`src/rtl/core/hmhc_pkg.sv`:
```
// ----------------------------------------------------------------------------
// hmhc_pkg
// Types and constants for the hotplate mode and heater controller.
// ----------------------------------------------------------------------------
package hmhc_pkg;

    typedef enum logic [1:0] {
        MODE_COOLING = 2'd0,
        MODE_EDITING = 2'd1,
        MODE_HEATING = 2'd2
    } mode_t;

    localparam logic [1:0] BTN_NONE        = 2'd0;
    localparam logic [1:0] BTN_CLICK       = 2'd1;
    localparam logic [1:0] BTN_LONG_REPEAT = 2'd2;

    localparam logic [2:0] CFG_SETPOINT_MAX  = 3'd0;
    localparam logic [2:0] CFG_SETPOINT_MIN  = 3'd1;
    localparam logic [2:0] CFG_FAN_THRESHOLD = 3'd2;
    localparam logic [2:0] CFG_HYSTERESIS    = 3'd3;
    localparam logic [2:0] CFG_FAN_FULL_DUTY = 3'd4;

    localparam int IN_DATA_W  = 24;
    localparam int IN_USER_W  = 2;
    localparam int OUT_DATA_W = 24;
    localparam int CFG_IDX_W  = 3;
    localparam int CFG_DATA_W = 9;

    localparam logic [8:0] SETPOINT_MAX_RST  = 9'd250;
    localparam logic [8:0] SETPOINT_MIN_RST  = 9'd20;
    localparam logic [8:0] FAN_THRESHOLD_RST = 9'd40;
    localparam logic [3:0] HYSTERESIS_RST    = 4'd1;
    localparam logic [6:0] FAN_FULL_DUTY_RST = 7'd100;
    localparam logic [8:0] SETPOINT_RST      = 9'd20;

endpackage

```
`src/rtl/core/hotplate_mode_and_heater_control_top.sv`:
```
// ----------------------------------------------------------------------------
// hotplate_mode_and_heater_control_top
// Bang-bang thermostat with a cooling / editing / heating mode and setpoint edit.
//
// Channel  Direction  Handshake          Payload
// s_axis   in         s_tvalid/s_tready  s_tdata, s_tuser (user event or sample)
// m_axis   out        m_tvalid/m_tready  m_tdata (state after the item)
// cfg      in         cfg_valid/cfg_ready cfg_index, cfg_data
//
// One item per clock while s_tready is high; its result is captured in the output register when the item transfers.
// State is updated in the cycle the item transfers, so items may follow back to back.
// s_tready drops only while a result is held and m_tready is low.
// rst_n clears mode, setpoint, heater, fan, m_tvalid and the config registers to their defaults; m_tdata is not reset.
// cfg_ready is always high; writes take effect on the next cycle.
// ----------------------------------------------------------------------------
module hotplate_mode_and_heater_control_top
(
    input  logic                           clk,
    input  logic                           rst_n,
    input  logic                           s_tvalid,
    output logic                           s_tready,
    // [1:0] button_event, [9:2] encoder_step, [19:10] plate_temp, [23:20] zero
    input  logic [hmhc_pkg::IN_DATA_W-1:0]  s_tdata,
    // [0] operation, [1] temp_valid
    input  logic [hmhc_pkg::IN_USER_W-1:0]  s_tuser,
    output logic                           m_tvalid,
    input  logic                           m_tready,
    // [1:0] mode, [10:2] setpoint, [11] heater_on, [18:12] fan_duty,
    // [19] heat_indicator, [23:20] zero
    output logic [hmhc_pkg::OUT_DATA_W-1:0] m_tdata,
    input  logic                           cfg_valid,
    output logic                           cfg_ready,
    input  logic [hmhc_pkg::CFG_IDX_W-1:0]  cfg_index,
    input  logic [hmhc_pkg::CFG_DATA_W-1:0] cfg_data
);
    import hmhc_pkg::*;

    logic [8:0]  setpoint_max_reg;
    logic [8:0]  setpoint_min_reg;
    logic [8:0]  fan_threshold_reg;
    logic [3:0]  hysteresis_reg;
    logic [6:0]  fan_full_duty_reg;

    mode_t       mode_reg, mode_next;
    logic [8:0]  setpoint_reg, setpoint_next;
    logic signed [7:0] prev_step_reg;
    logic        heater_reg, heater_next;
    logic [6:0]  fan_duty_reg, fan_duty_next;

    logic                  m_tvalid_reg, m_tvalid_next;
    logic [OUT_DATA_W-1:0] m_tdata_reg, m_tdata_next;

    logic              s_accept;
    logic              in_op;
    logic              in_temp_valid;
    logic [1:0]        in_button;
    logic signed [7:0] in_step;
    logic signed [9:0] in_temp;

    logic signed [10:0] edit_diff;
    logic signed [10:0] edit_hi;
    logic signed [10:0] edit_val;
    logic signed [10:0] temp_ext;
    logic signed [10:0] temp_diff;
    logic signed [10:0] hyst_pos;
    logic signed [10:0] hyst_neg;
    logic               heater_after_off;
    logic               user_event;
    logic               sample_event;

    assign in_button     = s_tdata[1:0];
    assign in_step       = s_tdata[9:2];
    assign in_temp       = s_tdata[19:10];
    assign in_op         = s_tuser[0];
    assign in_temp_valid = s_tuser[1];

    assign s_tready  = !m_tvalid_reg || m_tready;
    assign s_accept  = s_tvalid && s_tready;
    assign cfg_ready = 1'b1;

    assign user_event   = s_accept && !in_op;
    assign sample_event = s_accept && in_op && in_temp_valid;

    assign edit_diff = $signed({2'b00, setpoint_reg})
                       - $signed({{3{prev_step_reg[7]}}, prev_step_reg});
    assign edit_hi   = (edit_diff > $signed({2'b00, setpoint_max_reg}))
                       ? $signed({2'b00, setpoint_max_reg}) : edit_diff;
    assign edit_val  = (edit_hi < $signed({2'b00, setpoint_min_reg}))
                       ? $signed({2'b00, setpoint_min_reg}) : edit_hi;

    assign temp_ext  = $signed({in_temp[9], in_temp});
    assign temp_diff = temp_ext - $signed({2'b00, setpoint_reg});
    assign hyst_pos  = $signed({7'b0, hysteresis_reg});
    assign hyst_neg  = -hyst_pos;
    assign heater_after_off = heater_reg && !(temp_diff >= hyst_pos);

    // next mode
    always_comb
    begin
        mode_next = mode_reg;
        if (user_event)
        begin
            case (in_button)
                BTN_CLICK:
                    mode_next = (mode_reg == MODE_EDITING) ? MODE_COOLING : MODE_EDITING;
                BTN_LONG_REPEAT:
                    mode_next = (mode_reg != MODE_HEATING) ? MODE_HEATING : MODE_COOLING;
                default:
                    mode_next = mode_reg;
            endcase
        end
    end

    // datapath and result
    always_comb
    begin
        setpoint_next = setpoint_reg;
        heater_next   = heater_reg;
        fan_duty_next = fan_duty_reg;
        if (user_event && mode_reg == MODE_EDITING)
        begin
            setpoint_next = edit_val[8:0];
        end
        if (sample_event)
        begin
            case (mode_reg)
                MODE_HEATING:
                    heater_next = heater_after_off || (temp_diff <= hyst_neg);
                MODE_COOLING:
                    fan_duty_next = (temp_ext > $signed({2'b00, fan_threshold_reg}))
                                    ? fan_full_duty_reg : 7'd0;
                default:
                    heater_next = heater_reg;
            endcase
        end
        m_tdata_next = {4'b0, (mode_next == MODE_HEATING), fan_duty_next, heater_next,
                        setpoint_next, mode_next};
        m_tvalid_next = s_accept ? 1'b1 : (m_tready ? 1'b0 : m_tvalid_reg);
    end

    always_ff @(posedge clk or negedge rst_n)
    begin
        if (!rst_n)
        begin
            setpoint_max_reg  <= SETPOINT_MAX_RST;
            setpoint_min_reg  <= SETPOINT_MIN_RST;
            fan_threshold_reg <= FAN_THRESHOLD_RST;
            hysteresis_reg    <= HYSTERESIS_RST;
            fan_full_duty_reg <= FAN_FULL_DUTY_RST;
        end
        else if (cfg_valid && cfg_ready)
        begin
            case (cfg_index)
                CFG_SETPOINT_MAX:  setpoint_max_reg  <= cfg_data;
                CFG_SETPOINT_MIN:  setpoint_min_reg  <= cfg_data;
                CFG_FAN_THRESHOLD: fan_threshold_reg <= cfg_data;
                CFG_HYSTERESIS:    hysteresis_reg    <= cfg_data[3:0];
                CFG_FAN_FULL_DUTY: fan_full_duty_reg <= cfg_data[6:0];
                default:           setpoint_max_reg  <= setpoint_max_reg;
            endcase
        end
    end

    always_ff @(posedge clk or negedge rst_n)
    begin
        if (!rst_n)
        begin
            mode_reg      <= MODE_COOLING;
            setpoint_reg  <= SETPOINT_RST;
            prev_step_reg <= 8'sd0;
            heater_reg    <= 1'b0;
            fan_duty_reg  <= 7'd0;
            m_tvalid_reg  <= 1'b0;
        end
        else
        begin
            m_tvalid_reg <= m_tvalid_next;
            if (s_accept)
            begin
                mode_reg     <= mode_next;
                setpoint_reg <= setpoint_next;
                heater_reg   <= heater_next;
                fan_duty_reg <= fan_duty_next;
                if (!in_op)
                begin
                    prev_step_reg <= in_step;
                end
            end
        end
    end

    always_ff @(posedge clk)
    begin
        if (s_accept)
        begin
            m_tdata_reg <= m_tdata_next;
        end
    end

    assign m_tvalid = m_tvalid_reg;
    assign m_tdata  = m_tdata_reg;

    a_result_after_transfer: assert property (@(posedge clk) disable iff (!rst_n)
        s_accept |=> m_tvalid_reg)
        else $error("transfer not followed by a result");

    a_setpoint_only_in_edit: assert property (@(posedge clk) disable iff (!rst_n)
        !(user_event && mode_reg == MODE_EDITING) |=> $stable(setpoint_reg))
        else $error("setpoint changed outside an edit");

    a_heater_only_in_heating: assert property (@(posedge clk) disable iff (!rst_n)
        !(sample_event && mode_reg == MODE_HEATING) |=> $stable(heater_reg))
        else $error("heater changed outside a heating sample");

    a_indicator_matches_mode: assert property (@(posedge clk) disable iff (!rst_n)
        m_tvalid_reg |-> (m_tdata_reg[19] == (m_tdata_reg[1:0] == MODE_HEATING)))
        else $error("heat indicator disagrees with mode");

endmodule
```
`config.mk`:
```
export PLATFORM = sky130hd
export DESIGN_NAME = hotplate_mode_and_heater_control_top
export DESIGN_NICKNAME = d
export VERILOG_FILES = /design/src/rtl/core/hmhc_pkg.sv /design/src/rtl/core/hotplate_mode_and_heater_control_top.sv
export SDC_FILE = /design/constraint.sdc
export NUM_CORES = 1
export LEC_CHECK = 0
export ABC_AREA = 1
export ABC_CLOCK_PERIOD_IN_PS = 4700
export BUFFER_PORTS_ARGS = -buffer_cell sky130_fd_sc_hd__buf_2
export CORE_MARGIN = 5
export CORE_UTILIZATION = 23
export DETAILED_ROUTE_END_ITERATION = 10
export PLACE_DENSITY = 0.49
export SETUP_SLACK_MARGIN = 0.4
export SLEW_MARGIN = 0
export SYNTH_ARGS = -nofsm -noshare
export SYNTH_HDL_FRONTEND = slang
export SYNTH_SLANG_ARGS = --single-unit
```
`constraint.sdc`:
```
create_clock -name clk -period 4.7 [get_ports clk]
set_clock_uncertainty 0.05 [all_clocks]
set_input_delay 0.94 -clock clk [delete_from_list [all_inputs] [get_ports clk]]
set_output_delay 0.94 -clock clk [all_outputs]
set_load 0.1 [all_outputs]
```
# Word-level counts from Yosys, hierarchy flattened
# Cells that the tools add are included.
dict set report classes {
  addsub 3
  order_cmp 5
  eq_ne 10
  mux 14
  n_bitwise 1
  n_reduce_logical 20
}
# operator count
set ops {}
lappend ops {{2-to-1 mux 7 bit} 3}
lappend ops {{2-to-1 mux 9 bit} 2}
lappend ops {{AND reduction 2 bit} 6}
lappend ops {{greater-or-equal comparator 11 x 5 -> 1 bit} 1}
lappend ops {{greater-than comparator 11 x 10 -> 1 bit} 1}
lappend ops {{less-or-equal comparator 11 bit} 1}
lappend ops {{less-than comparator 11 x 10 -> 1 bit} 1}
lappend ops {{2-to-1 mux 11 bit} 1}
lappend ops {{negation 4 -> 11 bit} 1}
lappend ops {{subtractor 10 x 10 -> 11 bit} 1}
lappend ops {{subtractor 10 x 8 -> 11 bit} 1}
lappend ops {{greater-than comparator 10 bit} 1}
lappend ops {{== test 2 bit, second input constant} 3}
lappend ops {{== test 3 x 2 -> 1 bit, second input constant} 2}
lappend ops {{logical AND 1 bit} 6}
lappend ops {{2-to-1 mux 1 bit} 5}
lappend ops {{== test 2 x 1 -> 1 bit, second input constant} 2}
lappend ops {{2-to-1 mux 2 bit} 2}
lappend ops {{case mux 2 bit (2 select lines)} 1}
lappend ops {{== test 3 x 1 -> 1 bit, second input constant} 1}
lappend ops {{== test 3 bit, second input constant} 1}
lappend ops {{logical NOT 1 bit} 3}
lappend ops {{logical NOT 3 bit} 1}
lappend ops {{logical NOT 2 bit} 1}
lappend ops {{other kinds (4)} 5}
dict set report word_totals {
  regBits 86
  input_bits 43
}

# Longest topological paths before layout
# Gate-level depths: netlist of the first run.
dict set report depth {
  ltp_word 7
  depth_mapped 32
}

# Worst setup path before layout of the first run
# No wires, ideal clock.
dict set report synth_path {
  path_type {reg2reg}
  start {reg setpoint_reg[0]}
  end {reg m_tdata_reg[10], in the netlist m_tdata[10], data pin}
  setup_time_ns 0.255
  arrival_time_ns 3.773
  required_ns 4.395
  path_slack_ns 0.622
  stages_incl_launch_ff 32
  path_buffers 1
  synth_period_minus_slack_ns 4.078
  path_cell_list {dfrtp_1 > inv_1 > ha_1 > inv_1 > fa_1 > a31oi_1 > xor2_1 > inv_1 > ha_1 > nand2_1 > nor2_1 > nand2_1 > nand2_1 > nand2_1 > nand2_1 > nand2_1 > nand2_2 > nand2_4 > buf_4 > nand2_1 > o21ai_0 > ha_1 > a21oi_1 > nor2_1 > a211oi_1 > o211ai_1 > inv_1 > nand2_4 > nand2_4 > nand2_1 > nand3_1 > nand2_1}
}
dict set report synth_via {
  elab_chain_len 6
}
# item line
set synth_rtl {}
lappend synth_rtl {{start, declared} hotplate_mode_and_heater_control_top.sv:45} ;# logic [8:0] setpoint_reg, setpoint_next;
lappend synth_rtl {{start signal, assigned} hotplate_mode_and_heater_control_top.sv:181} ;# setpoint_reg <= setpoint_next;
lappend synth_rtl {{subtractor 10 x 8 -> 11 bit (*)} hotplate_mode_and_heater_control_top.sv:85} ;# - $signed({{3{prev_step_reg[7]}}, prev_step_reg});
lappend synth_rtl {{greater-than comparator 11 x 10 -> 1 bit} hotplate_mode_and_heater_control_top.sv:86} ;# assign edit_hi = (edit_diff > $signed({2'b00, setpoint_max_reg}))
lappend synth_rtl {{2-to-1 mux 11 bit (*)} hotplate_mode_and_heater_control_top.sv:87} ;# ? $signed({2'b00, setpoint_max_reg}) : edit_diff;
lappend synth_rtl {{less-than comparator 11 x 10 -> 1 bit} hotplate_mode_and_heater_control_top.sv:88} ;# assign edit_val = (edit_hi < $signed({2'b00, setpoint_min_reg}))
lappend synth_rtl {{2-to-1 mux 9 bit (*)} hotplate_mode_and_heater_control_top.sv:89} ;# ? $signed({2'b00, setpoint_min_reg}) : edit_hi;
lappend synth_rtl {{2-to-1 mux 9 bit (*)} hotplate_mode_and_heater_control_top.sv:120} ;# if (user_event && mode_reg == MODE_EDITING)
lappend synth_rtl {{via m_tdata_next[10]} hotplate_mode_and_heater_control_top.sv:51} ;# logic [OUT_DATA_W-1:0] m_tdata_reg, m_tdata_next;
lappend synth_rtl {{end signal, assigned} hotplate_mode_and_heater_control_top.sv:196} ;# m_tdata_reg <= m_tdata_next;
lappend synth_rtl {{end, declared} hotplate_mode_and_heater_control_top.sv:51}
# The timed path passes the listed nets; every way through them passes the cells marked *.
# A chain may end at the register's enable or synchronous reset.

# Worst setup path in the final report of the first run
dict set report layout_path {
  start {reg setpoint_reg[0]}
  end {reg m_tdata_reg[9], in the netlist m_tdata[9], data pin}
}
# The elaborated chain is that of the path after synthesis.

==> qor.yml, run 1 <==
die:
  rows: 56
  die_area_um2: 27310
  io_pins: 70
  dieHeight_um: 165.3
  core-area_um2: 23610
  chipWidth_um: 165.3
  start_util_pct: 23.48
yosys:
  avgSynthCellArea_um2: 8.105
  synth.top_cell.area_share_pct: 22.57
  synth_top_flop_cell: "dfrtp_1"
  synth-adder-area-share_pct: 14.94
  synth_edf_count: 20
  ys_top_cells_by_area: "dfrtp_1, ha_1, nand2_1"
  synth_cell_types: 37
  synthXorXnorAreaFrac_pct: 2.528
  synth_top_family_by_area: "simple AND/OR/NAND/NOR gates"
  synth-compound-area-share_pct: 11.78
  synth_top_cell_by_area: "dfrtp_1"
  syn_inst: 684
  ys_seq_elements: 86
  synthArstFlopShare_pct: 76.74
  yosysWarnings: 0
  yosysSeqAreaShare_pct: 40.98
  synthMuxAreaShare_pct: 0.3611
  yosys.area_share.simple_pct: 19.63
  syn-cell-area_um2: 5544
global_route:
  grt_pass1_vias: 4398
  overflow: 0
  grt_use_total_pct: 11.05
  grt_start_max_net_pins: 44
  antenna_found_initial: 0
  grt_pass1_wl_mm: 23.12
timing:
  fin_crit_sh_pct: 92.47
  fin_setup_tns_ns: 0
  slew_headroom_pct: 33.53
  slew_viol_final: 0
  final-hold-violation-count: 0
  rsz0062_at_grt: "yes"
  setup_viol: 0
  tightest_slew_ns: 0.9970
  fin_crit_ns: 4.346
  fmax_ghz: 0.2301
setup_path:
  crit_top_cell: "nand2_1"
  r2r_end: "m_tdata[9]"
  cp_slowest_stage_delay_ns: 0.37
  critPathLaunch: "setpoint_reg[0]"
  regToRegSetupSlack_ns: 0.35
  crit_path_top_delay_cell: "dfrtp_1"
  end_kind: "register"
  critPathKind: "register to register"
  crit_required_ns: 4.75
  crit_fanout: 5
  startpoint_type: "register"
  ff2ff_path_depth: 30
  worstPathArrival_ns: 4.40
  crit_end: "m_tdata[9]"
  r2r-start: "setpoint_reg[0]"
clock_network:
  cts_root_buf: "clkbuf_16"
  holdBufCountCts: 0
  cts_buffer_depth: 2
  insertion_delay_ns: 0.34
  cts-htree-levels: 3
  clock_sinks: 86
  clkTransAtPathRegs_ns: 0.07
  cts_made_buffers: 9
  cts_tree: "built"
status:
  status: "completed"
layout:
  antenna-diode-count: 0
  stdcell_count: 1096
  drive_gt1_share_pct: 23.04
  nets: 880
  area_delta_synth_final_pct: 26.63
  largest_register_ffs: 20
placement:
  port_buffers: 60
  place.gp.congestion: 0.8079
  place_inst: 1066
  dpl.hpwl_mm: 11.77
detailed_routing:
  drtPass1Iterations: 4
  drt_iter0_drc: 291
  vias: 4558
  wl_per_cell_um: 13.52
  viasPerCell: 4.159
  route.detailed.drc: 0
  ant_nets: 0
  wl_mm: 14.82
hold_path:
  min_path_type: "register to register"
  hold_depth: 2
flow_run:
  drv_cap: 0
power:
  p_leak_nw: 3.439
  ir_worst_vdd_uv: 276.0
  power_density_nw_per_um2: 799.5
## worst min-delay path by stage
stage / slack, ns / from / to
2_1_floorplan: 0.39 / heater_reg / heater_reg
3_3_place_gp: 0.40 / heater_reg / heater_reg
3_5_place_dp: 0.41 / heater_reg / heater_reg
4_1_cts: 0.43 / heater_reg / heater_reg
5_1_grt: 0.44 / fan_full_duty_reg[3] / fan_full_duty_reg[3]
6_report: 0.42 / heater_reg / heater_reg
## power breakdown
part | internal (mW) | switching (mW) | total [mW]
logic | 1.48 | 2.25 | 3.73
registers | 0.995 | 0.124 | 1.12
clock network | 0.467 | 0.299 | 0.766
## layout make-up
class                           instances  area [µm²]
Clock buffer                           11       232.7
Inverter                              122       457.9
Multi-Input combinational cell        466        3063
Clock inverter                          5       81.33
Sequential cell                        86        2272
Tap cell                              319       399.1
Fill cell                            2567       16590
Timing Repair Buffer                   87       514.2
## cells in the final DEF, fill, tap and decap left out, types with 3 or more instances in the layout
cell type	synthesis	layout
a21oi_1	29	26
a21oi_2	0	3
buf_2	1	60
buf_4	6	24
buf_6	0	3
clkbuf_16	0	9
conb_1	2	5
dfrtp_1	50	50
dfstp_2	16	16
edfxtp_1	20	20
ha_1	63	54
ha_4	0	7
inv_1	121	118
inv_2	0	3
nand2_1	164	156
nand2_2	3	11
nand2_4	3	3
nand3_1	41	24
nand3_2	0	14
nand3_4	0	3
nand4_1	6	6
nor2_1	23	21
nor2_2	2	4
nor3_1	6	4
nor4_1	3	3
o21a_1	4	4
o21ai_0	78	73
xnor2_1	5	3
xor2_1	11	11
## per-layer routing
| metal | global-route usage (%) | wire length [µm] | vias to the layer above |
|---|---|---|---|
| met3 | 2.532 | 714 | 10 |
| met1 | 15.39 | 7313 | 2067 |
| li1 | - | - | 2403 |
| met4 | 2.722 | 119 | 0 |
| met5 | 0 | 0 | - |
| met2 | 17.35 | 6676 | 78 |
## critical path: cells and delay by family (launching register included)
family                     cells  cell delay [ns]
AOI/OAI and AO/OA              3             0.55
xor gates and xnor gates       1             0.22
adders and majority gates      4             1.09
buffers and inverters          7             0.66
DFF                            1             0.37
and+or+nand+nor               15             1.13
## cells in the mapped netlist, types with 4 or more instances
| cell | n |
|---|---|
| nand2_1 | 164 |
| inv_1 | 121 |
| o21ai_0 | 78 |
| ha_1 | 63 |
| dfrtp_1 | 50 |
| nand3_1 | 41 |
| a21oi_1 | 29 |
| nor2_1 | 23 |
| edfxtp_1 | 20 |
| dfstp_2 | 16 |
| xor2_1 | 11 |
| clkbuf_1 | 7 |
| buf_4 | 6 |
| nand4_1 | 6 |
| nor3_1 | 6 |
| xnor2_1 | 5 |
| o21a_1 | 4 |
## kinds of logic (layout without fill, tap and decap cells)
group                      after synthesis  in the layout
and+or+nand+nor                        254            255
buffers and inverters                  136            225
AOI/OAI and AO/OA                      123            123
DFF                                     86             86
adders and majority gates               65             65
xor gates and xnor gates                16             16
other                                    2              5
muxes                                    2              2
## stage by stage
| stage | utilization (%) | power [mW] | instance area [µm²] | hold slack (ns) | setup WS (ns) |
|---|---|---|---|---|---|
| after floorplan | - | 3.330 | 5555 | 0.3867 | 0.6217 |
| after global placement | 26.63 | 4.060 | 6289 | 0.4019 | 0.1621 |
| after detailed placement | 26.63 | 4.096 | 6289 | 0.4138 | 0.1648 |
| after CTS | 28.77 | 5.176 | 6794 | 0.4260 | 0.4038 |
| after global routing | 29.73 | 6.167 | 7020 | 0.4422 | 0.09569 |
| final | 29.73 | 5.613 | 7020 | 0.4180 | 0.3541 |
## repair_timing
item / in CTS / in global routing
gates resized for setup: 29 / 36
setup buffers: 6 / 7
endpoints found under the hold margin: 0 / 0
cloned: 1 / 0
pin swaps: 14 / 25
endpoints found under the setup margin: 18 / 18
(Power assumes the default switching activity.)
==> inputs of run 2 (changes only) <==
--- a/config.mk
+++ b/config.mk
@@ -8,8 +8,10 @@
 export ABC_AREA = 1
 export ABC_CLOCK_PERIOD_IN_PS = 4700
 export BUFFER_PORTS_ARGS = -buffer_cell sky130_fd_sc_hd__buf_2
+export CORE_ASPECT_RATIO = 1.2
 export CORE_MARGIN = 5
 export CORE_UTILIZATION = 23
+export CTS_BUF_LIST = sky130_fd_sc_hd__clkbuf_2 sky130_fd_sc_hd__clkbuf_4 sky130_fd_sc_hd__clkbuf_8
 export DETAILED_ROUTE_END_ITERATION = 10
 export PLACE_DENSITY = 0.49
 export SETUP_SLACK_MARGIN = 0.4
==> qor.yml, run 2 (same netlist as run 1, synthesis figures left out) <==
detailed_routing:
  ant_nets: 0  # unchanged
  vias: 4549  # -0.20%
  drtPass1Iterations: 4  # unchanged
  route.detailed.drc: 0  # unchanged
  wl_mm: 14.50  # -2.2%
  drt_iter0_drc: 181  # -38%
  viasPerCell: 4.170  # +0.26%
  wl_per_cell_um: 13.29  # -1.7%
timing:
  fin_crit_sh_pct: 91.07  # -1.4 points
  hold_ws_ns: 0.4281  # +0.01012 ns
  tightest_slew_ns: 0.8378  # -0.1592 ns
  fin_crit_ns: 4.280  # -0.06557 ns
  fin_setup_tns_ns: 0  # unchanged
  fmax_ghz: 0.2336  # +1.5%
  slew_viol_final: 0  # unchanged
  final-hold-violation-count: 0  # unchanged
  setup_viol: 0  # unchanged
  slew_headroom_pct: 43.71  # +10 points
  rsz0062_at_grt: "yes"
setup_path:
  crit_top_cell: "nand2_1"
  crit_buf_inv: 5  # -2
  crit_fanout: 7  # +2
  cp_slowest_stage_delay_ns: 0.39  # +0.02 ns
  end_kind: "register"
  worstPathArrival_ns: 4.35  # -0.05 ns
  crit_path_top_delay_cell: "dfrtp_1"
  startpoint_type: "register"
  critPathKind: "register to register"
  crit_required_ns: 4.77  # +0.02 ns
  path_delay_family: "simple AND/OR/NAND/NOR gates"
global_route:
  overflow: 0  # unchanged
  grt_pass1_wl_mm: 22.86  # -1.1%
  grt_start_max_net_pins: 31  # -30%
  grt_use_total_pct: 10.82  # -0.23 points
  antenna_found_initial: 0  # unchanged
  grt_pass1_vias: 4422  # +0.55%
placement:
  place.gp.congestion: 0.8614  # +6.6%
  dpl.hpwl_mm: 11.54  # -1.9%
  placement.cell_area_um2: 6255  # -0.54%
  port_buffers: 60  # unchanged
  place_inst: 1063  # -0.28%
power:
  p_leak_nw: 3.360  # -2.3%
  power_density_nw_per_um2: 756.8  # -5.3%
  ir_worst_vdd_uv: 285.6  # +3.5%
layout:
  layout_commonest_cell: "nand2_1"
  drive_gt1_share_pct: 22.70  # -0.34 points
  register_area_um2: 2273  # about the same
  largest_register_ffs: 20  # unchanged
  mostFrequentLayoutCells: "nand2_1, inv_1, o21ai_0, buf_2, ha_1"
  nets: 874  # -0.68%
  antenna-diode-count: 0  # unchanged
  fillerInstances: 2573  # +0.23%
  fin_area_um2: 6849  # -2.4%
  stdcell_count: 1091  # -0.46%
  area_delta_synth_final_pct: 23.54
  multi_input_area_um2: 3063  # unchanged
flow_run:
  drv_cap: 0  # unchanged
clock_network:
  cts-htree-levels: 3  # unchanged
  cts_tree: "built"
  cts_root_buf: "clkbuf_8"
  insertion_delay_ns: 0.36  # +0.02 ns
  clock_sinks: 86  # unchanged
  clkTransAtPathRegs_ns: 0.09  # +0.02 ns
  cts_made_buffers: 9  # unchanged
  cts_buffer_depth: 2  # unchanged
die:
  dieHeight_um: 180.1  # +9.0%
  rows: 62  # +11%
  chipWidth_um: 151.7  # -8.2%
  start_util_pct: 23.28  # -0.20 points
  die_area_um2: 27320  # about the same
  core-area_um2: 23820  # +0.86%
  io_pins: 70  # unchanged
status:
  status: "completed"
hold_path:
  min_path_type: "register to register"
-- run 2: power by group --
part           switching (mW)  total, mW  internal [mW]  leakage, nW
sequential              0.116       1.11          0.994        0.996
combinational            2.19       3.54           1.35         2.27
clock                   0.290      0.537          0.247       0.0972
-- run 2: what timing repair did --
action,4_1_cts,5_1_grt
hold endpoints to repair,0,0
setup buffers,6,4
gates cloned,2,0
setup endpoints to repair,18,18
hold buffers,0,0
gates resized for setup,29,41
pin swaps,13,34
-- run 2: cell type report --
| cell class | count | area share (%) |
|---|---|---|
| Inverter | 122 | 6.686 |
| Clock inverter | 7 | 1.060 |
| Timing Repair Buffer | 80 | 6.686 |
| Sequential cell | 86 | 33.19 |
| Tap cell | 320 | 5.846 |
| Multi-Input combinational cell | 467 | 44.72 |
| Clock buffer | 9 | 1.809 |
-- run 2: worst min-delay path, delay by kind of cell (launching register included) --
kind	cells	cell delay (ns)
and+or+nand+nor	2	0.11
DFF	1	0.34
-- run 2: worst paths after layout --
path | startpoint | to | slack [ns] | cells past startpoint
max | setpoint_reg[0] | m_tdata[10] | 0.42 | 30
min | heater_reg | heater_reg | 0.43 | 2
max reg2reg | setpoint_reg[0] | m_tdata[10] | 0.42 | 30
min reg2reg | heater_reg | heater_reg | 0.43 | 2
max in group asynchronous | rst_n | setpoint_reg[4] | 3.20 | 2
min in group asynchronous | rst_n | fan_threshold_reg[1] | 0.57 | 1
-- run 2: per-stage QoR --
stage          power, mW  setup WS, ns  utilization, %
2_1_floorplan      3.330        0.6217               -
3_3_place_gp       3.958        0.1847           26.26
3_5_place_dp       3.998        0.1503           26.26
4_1_cts            4.866        0.4007           27.91
5_1_grt            5.704        0.1583           28.76
6_report           5.183        0.4197           28.76
-- run 2: layer usage --
layer,share of wire (%),track usage (%),vias to the layer above
li1,-,-,2390
met1,43,13.05,2068
met2,51,19.13,73
met3,4.0,1.786,18
met4,2.4,3.919,0
met5,0,0,-
